===== config.mk =====
export PLATFORM = sky130hd
export DESIGN_NAME = quoted_printable_encoder
export DESIGN_NICKNAME = d
export VERILOG_FILES = /design/src/rtl/core/qpe_pkg.sv /design/src/rtl/core/qpe_front.sv /design/src/rtl/core/qpe_fifo.sv /design/src/rtl/core/qpe_back.sv /design/src/rtl/core/quoted_printable_encoder.sv
export VERILOG_INCLUDE_DIRS = /design/src /design/src/rtl/core
export SDC_FILE = /design/constraint.sdc
export NUM_CORES = 1
export LEC_CHECK = 0
export ABC_AREA = 0
export BUFFER_PORTS_ARGS = -buffer_cell sky130_fd_sc_hd__buf_2
export CORE_ASPECT_RATIO = 0.9
export CORE_MARGIN = 2
export CORE_UTILIZATION = 40
export DETAILED_ROUTE_END_ITERATION = 8
export GPL_ROUTABILITY_DRIVEN = 0
export GPL_TIMING_DRIVEN = 0
export PLACE_DENSITY = 0.54
export RECOVER_POWER = 50
export SLEW_MARGIN = 20
export SYNTH_ARGS = -nofsm -noshare
export SYNTH_HDL_FRONTEND = slang
export SYNTH_SLANG_ARGS = --single-unit

===== constraint.sdc =====
create_clock -name clk -period 3.24 [get_ports clk]
set_clock_uncertainty 0.15 [all_clocks]
set_input_delay 0.648 -clock clk [delete_from_list [all_inputs] [get_ports clk]]
set_output_delay 0.648 -clock clk [all_outputs]
set_load 0.05 [all_outputs]

===== src/rtl/core/assert_macros.svh =====
// Assertion helpers shared by the encoder modules.
// QPE_ASSERT_SAME: the consequent must hold in the same cycle as the antecedent.
// QPE_ASSERT_NEXT: the consequent must hold one cycle after the antecedent.
`ifndef ASSERT_MACROS_SVH
`define ASSERT_MACROS_SVH

`ifndef SYNTHESIS

`define QPE_ASSERT_SAME(lbl, clk, rst_n, ante, cons) \
    lbl: assert property (@(posedge clk) disable iff (!rst_n) (ante) |-> (cons)) \
        else $error("qpe assertion failed");

`define QPE_ASSERT_NEXT(lbl, clk, rst_n, ante, cons) \
    lbl: assert property (@(posedge clk) disable iff (!rst_n) (ante) |=> (cons)) \
        else $error("qpe assertion failed");

`else

`define QPE_ASSERT_SAME(lbl, clk, rst_n, ante, cons)

`define QPE_ASSERT_NEXT(lbl, clk, rst_n, ante, cons)

`endif

`endif


===== src/rtl/core/qpe_pkg.sv =====
`default_nettype none

package qpe_pkg;

    localparam logic [7:0] CHAR_EQ     = 8'h3D;
    localparam logic [7:0] CHAR_CR     = 8'h0D;
    localparam logic [7:0] CHAR_LF     = 8'h0A;
    localparam logic [6:0] COL_MAX     = 7'd127;
    localparam logic [6:0] BREAK_RESET = 7'd73;

    // One classified byte on its way from the front end to the emitter.
    typedef struct packed {
        logic [7:0] data;
        logic       literal;
        logic       brk;
    } job_t;

    // Literal set: space, ' ( ) + , - . / digits : ? and letters.
    function automatic logic is_literal(input logic [7:0] b);
        logic lit;
        lit = (b == 8'd32) || (b == 8'd58) || (b == 8'd63)
            || ((b >= 8'd39) && (b <= 8'd41))
            || ((b >= 8'd43) && (b <= 8'd57))
            || ((b >= 8'd65) && (b <= 8'd90))
            || ((b >= 8'd97) && (b <= 8'd122));
        return lit;
    endfunction

    // Upper-case hex digit for a nibble.
    function automatic logic [7:0] hex_char(input logic [3:0] n);
        logic [7:0] ch;
        if (n < 4'd10)
        begin
            ch = 8'h30 + {4'b0000, n};
        end
        else
        begin
            ch = 8'h37 + {4'b0000, n};
        end
        return ch;
    endfunction

endpackage

`default_nettype wire


===== src/rtl/core/qpe_front.sv =====
`default_nettype none

module qpe_front
    import qpe_pkg::*;
(
    input  wire logic       clk,
    input  wire logic       rst_n,
    input  wire logic       cfg_write,
    input  wire logic [6:0] break_column,
    input  wire logic       push,
    input  wire logic [7:0] in_byte,
    input  wire logic       message_end,
    input  wire logic       q_full,
    output logic            q_write,
    output job_t            q_data
);

    logic [6:0] break_column_reg;
    logic [6:0] line_column_reg;
    logic [6:0] line_column_next;
    logic       lit;
    logic [1:0] n_chars;
    logic [7:0] sum;
    logic [6:0] col;
    logic       brk;

    assign q_write = push && !q_full;
    assign lit     = is_literal(in_byte);
    assign n_chars = lit ? 2'd1 : 2'd3;
    assign sum     = {1'b0, line_column_reg} + {6'b000000, n_chars};
    // Saturate rather than wrap.
    assign col     = sum[7] ? COL_MAX : sum[6:0];
    assign brk     = (col >= break_column_reg);

    always_comb
    begin
        q_data.data    = in_byte;
        q_data.literal = lit;
        q_data.brk     = brk;
        line_column_next = line_column_reg;
        if (q_write)
        begin
            line_column_next = (brk || message_end) ? 7'd0 : col;
        end
    end

    always_ff @(posedge clk or negedge rst_n)
    begin
        if (!rst_n)
        begin
            break_column_reg <= BREAK_RESET;
            line_column_reg  <= 7'd0;
        end
        else
        begin
            if (cfg_write)
            begin
                break_column_reg <= break_column;
            end
            line_column_reg <= line_column_next;
        end
    end

endmodule

`default_nettype wire


===== src/rtl/core/qpe_fifo.sv =====
`default_nettype none

`include "assert_macros.svh"

module qpe_fifo
    import qpe_pkg::*;
#(
    parameter int DEPTH = 4
)
(
    input  wire logic clk,
    input  wire logic rst_n,
    input  wire logic wr,
    input  wire job_t wr_data,
    output logic      full,
    input  wire logic rd,
    output logic      valid,
    output job_t      rd_data
);

    localparam int PTR_W = (DEPTH > 1) ? $clog2(DEPTH) : 1;
    localparam int CNT_W = $clog2(DEPTH + 1);

    job_t             slots [DEPTH];
    logic [PTR_W-1:0] wr_ptr_reg;
    logic [PTR_W-1:0] rd_ptr_reg;
    logic [CNT_W-1:0] cnt_reg;
    logic [CNT_W-1:0] cnt_next;

    assign full    = (cnt_reg == CNT_W'(DEPTH));
    assign valid   = (cnt_reg != '0);
    assign rd_data = slots[rd_ptr_reg];

    always_comb
    begin
        cnt_next = cnt_reg;
        if (wr && !rd)
        begin
            cnt_next = cnt_reg + CNT_W'(1);
        end
        else if (rd && !wr)
        begin
            cnt_next = cnt_reg - CNT_W'(1);
        end
    end

    always_ff @(posedge clk)
    begin
        if (wr)
        begin
            slots[wr_ptr_reg] <= wr_data;
        end
    end

    always_ff @(posedge clk or negedge rst_n)
    begin
        if (!rst_n)
        begin
            wr_ptr_reg <= '0;
            rd_ptr_reg <= '0;
            cnt_reg    <= '0;
        end
        else
        begin
            if (wr)
            begin
                wr_ptr_reg <= (wr_ptr_reg == PTR_W'(DEPTH - 1)) ? '0 : wr_ptr_reg + PTR_W'(1);
            end
            if (rd)
            begin
                rd_ptr_reg <= (rd_ptr_reg == PTR_W'(DEPTH - 1)) ? '0 : rd_ptr_reg + PTR_W'(1);
            end
            cnt_reg <= cnt_next;
        end
    end

    `QPE_ASSERT_SAME(a_cnt_bound, clk, rst_n, 1'b1, cnt_reg <= CNT_W'(DEPTH))
    `QPE_ASSERT_SAME(a_no_overflow, clk, rst_n, wr, !full || rd)
    `QPE_ASSERT_SAME(a_no_underflow, clk, rst_n, rd, valid)

endmodule

`default_nettype wire


===== src/rtl/core/qpe_back.sv =====
`default_nettype none

`include "assert_macros.svh"

module qpe_back
    import qpe_pkg::*;
(
    input  wire logic       clk,
    input  wire logic       rst_n,
    input  wire logic       q_valid,
    input  wire job_t       q_data,
    output logic            q_read,
    output logic [7:0]      out_char,
    output logic            last_of_run,
    output logic            empty,
    input  wire logic       pop
);

    localparam logic [2:0] STEP_HEAD = 3'd0;
    localparam logic [2:0] STEP_HI   = 3'd1;
    localparam logic [2:0] STEP_LO   = 3'd2;
    localparam logic [2:0] STEP_EQ   = 3'd3;
    localparam logic [2:0] STEP_CR   = 3'd4;
    localparam logic [2:0] STEP_LF   = 3'd5;

    logic [2:0] step_reg;
    logic [2:0] step_next;
    logic       out_valid_reg;
    logic [7:0] out_char_reg;
    logic       out_last_reg;
    logic       load;
    logic [7:0] ch;
    logic       last;
    logic [2:0] step_after;

    assign load        = q_valid && (!out_valid_reg || pop);
    assign q_read      = load && last;
    assign empty       = !out_valid_reg;
    assign out_char    = out_char_reg;
    assign last_of_run = out_last_reg;

    always_comb
    begin
        unique case (step_reg)
            STEP_HEAD:
            begin
                ch         = q_data.literal ? q_data.data : CHAR_EQ;
                last       = q_data.literal && !q_data.brk;
                step_after = q_data.literal ? STEP_EQ : STEP_HI;
            end
            STEP_HI:
            begin
                ch         = hex_char(q_data.data[7:4]);
                last       = 1'b0;
                step_after = STEP_LO;
            end
            STEP_LO:
            begin
                ch         = hex_char(q_data.data[3:0]);
                last       = !q_data.brk;
                step_after = STEP_EQ;
            end
            STEP_EQ:
            begin
                ch         = CHAR_EQ;
                last       = 1'b0;
                step_after = STEP_CR;
            end
            STEP_CR:
            begin
                ch         = CHAR_CR;
                last       = 1'b0;
                step_after = STEP_LF;
            end
            STEP_LF:
            begin
                ch         = CHAR_LF;
                last       = 1'b1;
                step_after = STEP_HEAD;
            end
            default:
            begin
                ch         = 8'h00;
                last       = 1'b1;
                step_after = STEP_HEAD;
            end
        endcase
    end

    always_comb
    begin
        step_next = step_reg;
        if (load)
        begin
            step_next = last ? STEP_HEAD : step_after;
        end
    end

    always_ff @(posedge clk)
    begin
        if (load)
        begin
            out_char_reg <= ch;
            out_last_reg <= last;
        end
    end

    always_ff @(posedge clk or negedge rst_n)
    begin
        if (!rst_n)
        begin
            step_reg      <= STEP_HEAD;
            out_valid_reg <= 1'b0;
        end
        else
        begin
            step_reg <= step_next;
            if (load)
            begin
                out_valid_reg <= 1'b1;
            end
            else if (pop)
            begin
                out_valid_reg <= 1'b0;
            end
        end
    end

    // Mid-job the job must still sit at the queue head.
    `QPE_ASSERT_SAME(a_job_held, clk, rst_n, step_reg != STEP_HEAD, q_valid)
    `QPE_ASSERT_NEXT(a_last_done, clk, rst_n, q_read, step_reg == STEP_HEAD)
    `QPE_ASSERT_SAME(a_step_range, clk, rst_n, 1'b1, step_reg <= STEP_LF)

endmodule

`default_nettype wire


===== src/rtl/core/quoted_printable_encoder.sv =====
// An accepted beat is written into the job queue, then loaded into the output register before
// its first character can be popped. Throughput: input beats are taken every cycle while the
// job queue has room; output runs one character per cycle while pop keeps up, and a byte gives
// 1 to 6 characters (1 literal, 3 escaped, +3 per break). Sustained rate is set by the character
// emitter; the queue absorbs bursts of QUEUE_DEPTH bytes.
// Reset (rst_n low, async): queue and output empty, column 0, break column 73.
`default_nettype none

module quoted_printable_encoder
    import qpe_pkg::*;
#(
    parameter int QUEUE_DEPTH = 4
)
(
    input  wire logic       clk,
    input  wire logic       rst_n,
    // configuration: break column, written while idle
    input  wire logic       cfg_write,
    input  wire logic [6:0] break_column,
    // input queue side
    input  wire logic       push,
    output logic            full,
    input  wire logic [7:0] in_byte,
    input  wire logic       message_end,
    // result queue side
    output logic            empty,
    input  wire logic       pop,
    output logic [7:0]      out_char,
    output logic            last_of_run
);

    // Front end: classify each byte, track the line column, decide on the soft break.
    // Everything the next byte needs is known at accept time, so the front never waits
    // on the emitter except through the queue filling up.
    logic q_write;
    job_t q_wdata;
    logic q_full;
    logic q_read;
    logic q_valid;
    job_t q_rdata;

    assign full = q_full;

    qpe_front u_front (
        .clk          (clk),
        .rst_n        (rst_n),
        .cfg_write    (cfg_write),
        .break_column (break_column),
        .push         (push),
        .in_byte      (in_byte),
        .message_end  (message_end),
        .q_full       (q_full),
        .q_write      (q_write),
        .q_data       (q_wdata)
    );

    // Job queue: holds classified bytes between the front end and the emitter.
    qpe_fifo #(
        .DEPTH (QUEUE_DEPTH)
    ) u_fifo (
        .clk     (clk),
        .rst_n   (rst_n),
        .wr      (q_write),
        .wr_data (q_wdata),
        .full    (q_full),
        .rd      (q_read),
        .valid   (q_valid),
        .rd_data (q_rdata)
    );

    // Emitter: step through the characters of the head job into the output register;
    // drop the job from the queue as its final character loads.
    qpe_back u_back (
        .clk         (clk),
        .rst_n       (rst_n),
        .q_valid     (q_valid),
        .q_data      (q_rdata),
        .q_read      (q_read),
        .out_char    (out_char),
        .last_of_run (last_of_run),
        .empty       (empty),
        .pop         (pop)
    );

endmodule

`default_nettype wire

==> summary by stage <==
Worst setup path
Among cell families on the critical path, the largest total delay comes from compound AO/OA/AOI/OAI gates. The worst-path maximum fanout is 7. The setup check on the worst reg-to-reg path leaves a slack of 0.22 ns. The cell repeated most along the worst path is a21o_1. For the worst setup path, the data arrival time is 3.68 ns. The nature of the critical path startpoint is an input pin.

The signal on the critical path passes through buf_6, nor2_2, o22ai_2, o21a_1, o21ai_2, a21o_1, ha_1, a21o_1, and3_4, nand4_1, buf_4, nand2_2, ha_1, a21o_1, a21oi_2, o211ai_1, buf_4, nor4bb_4, a21o_1. The worst setup path is captured at a flop. On the worst path, the slowest cell contributes a delay of 0.27 ns. The critical path data required time is 3.37 ns.

The slowest stage of the critical path belongs to the cell ha_1. The category of the most critical setup path is input pin to flop. The number of buffers and inverters on the critical path is 3.

Route
The via density per instance is 5.132. The number of violations reported at the end of detailed-routing iteration 0 is 76. For this block, the routed nets add up to 7.301 mm of wire. The first detailed-routing pass took 4 iterations. Detailed routing inserted a total of 2,458 vias. The total DRC errors in the routed layout is 0.

In the final routed layout, each cell accounts on average for 15.24 um. The number of nets with antenna violations after routing is 0.

STA
Static timing analysis puts the maximum clock frequency at 0.2814 GHz. Setup repair after global routing could not meet its margin everywhere. The worst max-slew margin expressed relative to the limit is 61.04%. The worst path setup slack after routing is -0.3142 ns. The final total negative setup slack is -2.685 ns. For the pin with the worst max-slew slack, the measured transition is 0.5845 ns. The tightest hold path in the finished design has a slack of 0.1433 ns. Setup violations remaining at the end of the flow were counted as 11.

The minimum clock period after layout is 3.554 ns. The share of the clock period used by the worst path is 109.7%. The final-report max-slew violation count was 0. The final hold violation count was 0.

GRT
The met1 usage is 19.55%. The met3 capacity usage during global routing is 2.734%. Entering global routing, the biggest net connects 26 pins.

In the global route stage, overall resource usage came out at 15.18%. The most used routing layer in global routing is met2. The via count of the first global-routing pass is 2,401. For this run, global-route usage on met2 was measured as 25.59%.

Summed over all layers, the global routing overflow is 0. The first global-routing pass estimated 11.70 mm of wire. The initial antenna violation count is 0.

Cells and area
The layout overhead on the synthesized area is 22.64%. Once layout is done, the placed cells without fillers occupy 0.004528 mm^2. The number of flip-flops under the largest register name is 40. The layout has 799 filler cells. The layout cell share with drive strength beyond 1 is 29.13%.

Registers take 0.002101 mm^2. The final net count is 391. The number of antenna diodes in the final layout is 0.

The combined area of the multi-input logic cells is 0.001613 mm^2.

Place
The area of placed instances is 0.004036 mm^2. The number of port buffers is 31. The half-perimeter wire length after detailed placement is 4.965 mm.

Synthesis
The synthesized design contains 49 enable-type register cells. The sequential fraction of the synthesis area is 56.90%. Summing the areas of all and, or, nand and nor instances in the mapped netlist gives 9.963% of the synthesized area. The synthesized netlist devotes 6.506% of its cell area to adder and majority cells. After technology mapping, the gate count stands at 299. A synthesized cell averages 12.35 um^2. The number of distinct library cell variants in the gate-level netlist after synthesis is 47. When the netlist entered floorplanning its net count stood at 338. The most used flip-flop cell after synthesis is edfxtp_1. The dominant combinational cell family by area after synthesis is compound AO/OA/AOI/OAI gates. The synthesized netlist devotes 12.30% of its cell area to compound gates. After synthesis, the share of cell area in mux cells is 8.844%. The area share of the largest cell type after synthesis is 39.85%. The proportion of register bits with asynchronous set or reset after synthesis is 33.78%. The largest area contributor in the netlist is edfxtp_1. For this run, the number of Yosys warnings is 0. Summing every instance area after synthesis gives 0.003692 mm^2. In this run, synthesis produced a sequential element count of 74.

Sorting the synthesized cells by area gives the leading types as edfxtp_1 40%, dfrtp_1 15%, mux4_1 6.4%. The post-synthesis share of cell area spent on xor and xnor gates is 1.898%.

Floorplan
The count of standard-cell rows is 33. Once the floorplan was initialized, standard cells occupied 40.83% of the core. For this design the top-level I/O count stands at 32. The die is 95.15 um tall. The die covers 0.01002 mm^2. The floorplan core area is 0.009042 mm^2.

The floorplan step set the die width to 105.3 um.

Hold path
The path class of the tightest hold or removal check is input pin to asynchronous set/reset pin.

Clock network
The H-tree level count is 3. The number of buffers between clock root and the deepest sink is 2. The number of clock buffers added by TritonCTS is 9. At the later pin of the worst-skew pair, clock insertion delay measures 0.33 ns. Counting every sink on the clock net gives 74. The TritonCTS clock tree is done.

CTS placed an instance of clkbuf_8 at the clock tree root. The clock-pin slew reported for the worst setup and hold paths after clock tree synthesis is 0.08 ns. In this run, post-CTS hold repair placed 0 buffers.

Power and ir drop
The internal portion of total power is 2.594 mW. The share of power burned in combinational logic is 46.6%. In this run the power density over the cells is 939.2 mW/mm^2. For this design the static power due to leakage is 1.834 nW. The fraction of power consumed by the clock network is 19.1%. In this run the power spent charging and discharging nets is 1.659 mW.

The share of total power in sequential cells is 34.3%. Across the VDD grid, the largest voltage drop is 382.4 uV. Of the total power, the share spent switching nets is 39.01%.

Status
The flow ran to the end, but the final reports show violations. The checks that failed: setup timing.

Flow run
Max-cap violations in this run came to 0.
## repair_timing
item / CTS / global route
pin swaps: 12 / 17
resized for setup: 22 / 22
hold endpoints to repair: 0 / 0
setup endpoints to repair: 11 / 12
setup buffers: 8 / 4
## power by group through the flow
| stage | logic [mW] | registers [mW] | clock network, mW |
|---|---|---|---|
| global route | 2.20 | 1.49 | 0.868 |
| detailed placement | 1.84 | 1.48 | 0 |
| floorplan | 1.24 | 1.66 | 0 |
| CTS | 1.91 | 1.46 | 0.831 |
| global placement | 1.82 | 1.48 | 0 |
| finish | 1.98 | 1.46 | 0.810 |
## placed cells by master (no fill, tap or decap), types with 5 or more instances in the layout
master and n:
inv_1 22, nand2_1 26, dfrtp_1 22, a21o_1 6
a21oi_1 13, clkbuf_1 7, and2_1 6, buf_2 26
clkbuf_8 10, o21ai_2 5, buf_4 12, edfxtp_1 49
mux4_1 9, ha_1 14, buf_6 5, o21ai_0 18
nor2_1 14, mux2_2 5
## layout make-up
type	instances	share of cell area, %
inverters	24	2.100
well taps	122	3.371
clock buffers	13	4.228
multi-input cells	192	35.62
plain buffers	8	0.8566
clock inverters	3	0.9119
repair buffers	43	6.521
flip-flops and latches	74	46.39
## synth_stat cells (2+ instances only)
master and n:
o211ai_1 3, clkbuf_1 7, dfrtp_1 22, nor3_1 3, nand2_1 27, a21o_1 6, dfstp_2 3, nor2_1 16
and2_1 7, o22ai_1 5, xor2_1 4, and3_1 2, fa_1 2, o21ai_1 2, ha_1 16, nand3_1 3
nor2b_1 2, inv_1 24, xnor2_1 4, a31oi_1 4, a21oi_1 17, mux4_1 9, nand2b_1 5, nand4_1 2
edfxtp_1 49, a311oi_1 2, or3_1 3, o21ai_0 24, o31ai_1 3, mux2_2 6
## final timing paths
| check | from | end | cells past startpoint |
|---|---|---|---|
| hold reg to reg | u_fifo.cnt_reg[2] | u_fifo.cnt_reg[2] | 1 |
| min in group clk | u_fifo.cnt_reg[2] | u_fifo.cnt_reg[2] | 1 |
| setup / recovery | in_byte[3] | u_front.line_column_reg[5] | 19 |
| hold / removal | rst_n | u_front.line_column_reg[5] | 1 |
| max in group asynchronous | rst_n | u_back.step_reg[1] | 1 |
| setup reg to reg | u_fifo.cnt_reg[0] | u_fifo.cnt_reg[1] | 8 |
## per-layer routing
layer,wire length [um],up-vias
li1,-,1215
met1,3465,1198
met2,3555,39
met3,185,6
met4,94,0
met5,0,-
## kinds of logic (layout without fill, tap and decap cells)
family                     count (synthesis)  after routing
buffers and inverters                     33             91
and+or+nand+nor                           76             76
muxes                                     16             16
xor gates and xnor gates                   8              8
AOI/OAI and AO/OA                         74             74
adders and majority gates                 18             18
DFF                                       74             74
## metrics by stage
step,utilization (%),std cells,setup WS (ns),power [mW]
after floorplan,-,299,-0.4009,2.898
after global placement,44.64,452,-1.065,3.302
after detailed placement,44.64,452,-1.088,3.321
after CTS,48.79,476,-0.3683,4.203
after global routing,50.08,479,-0.4905,4.565
final,50.08,479,-0.3142,4.253
No activity file was read; power rests on OpenSTA's default activity.
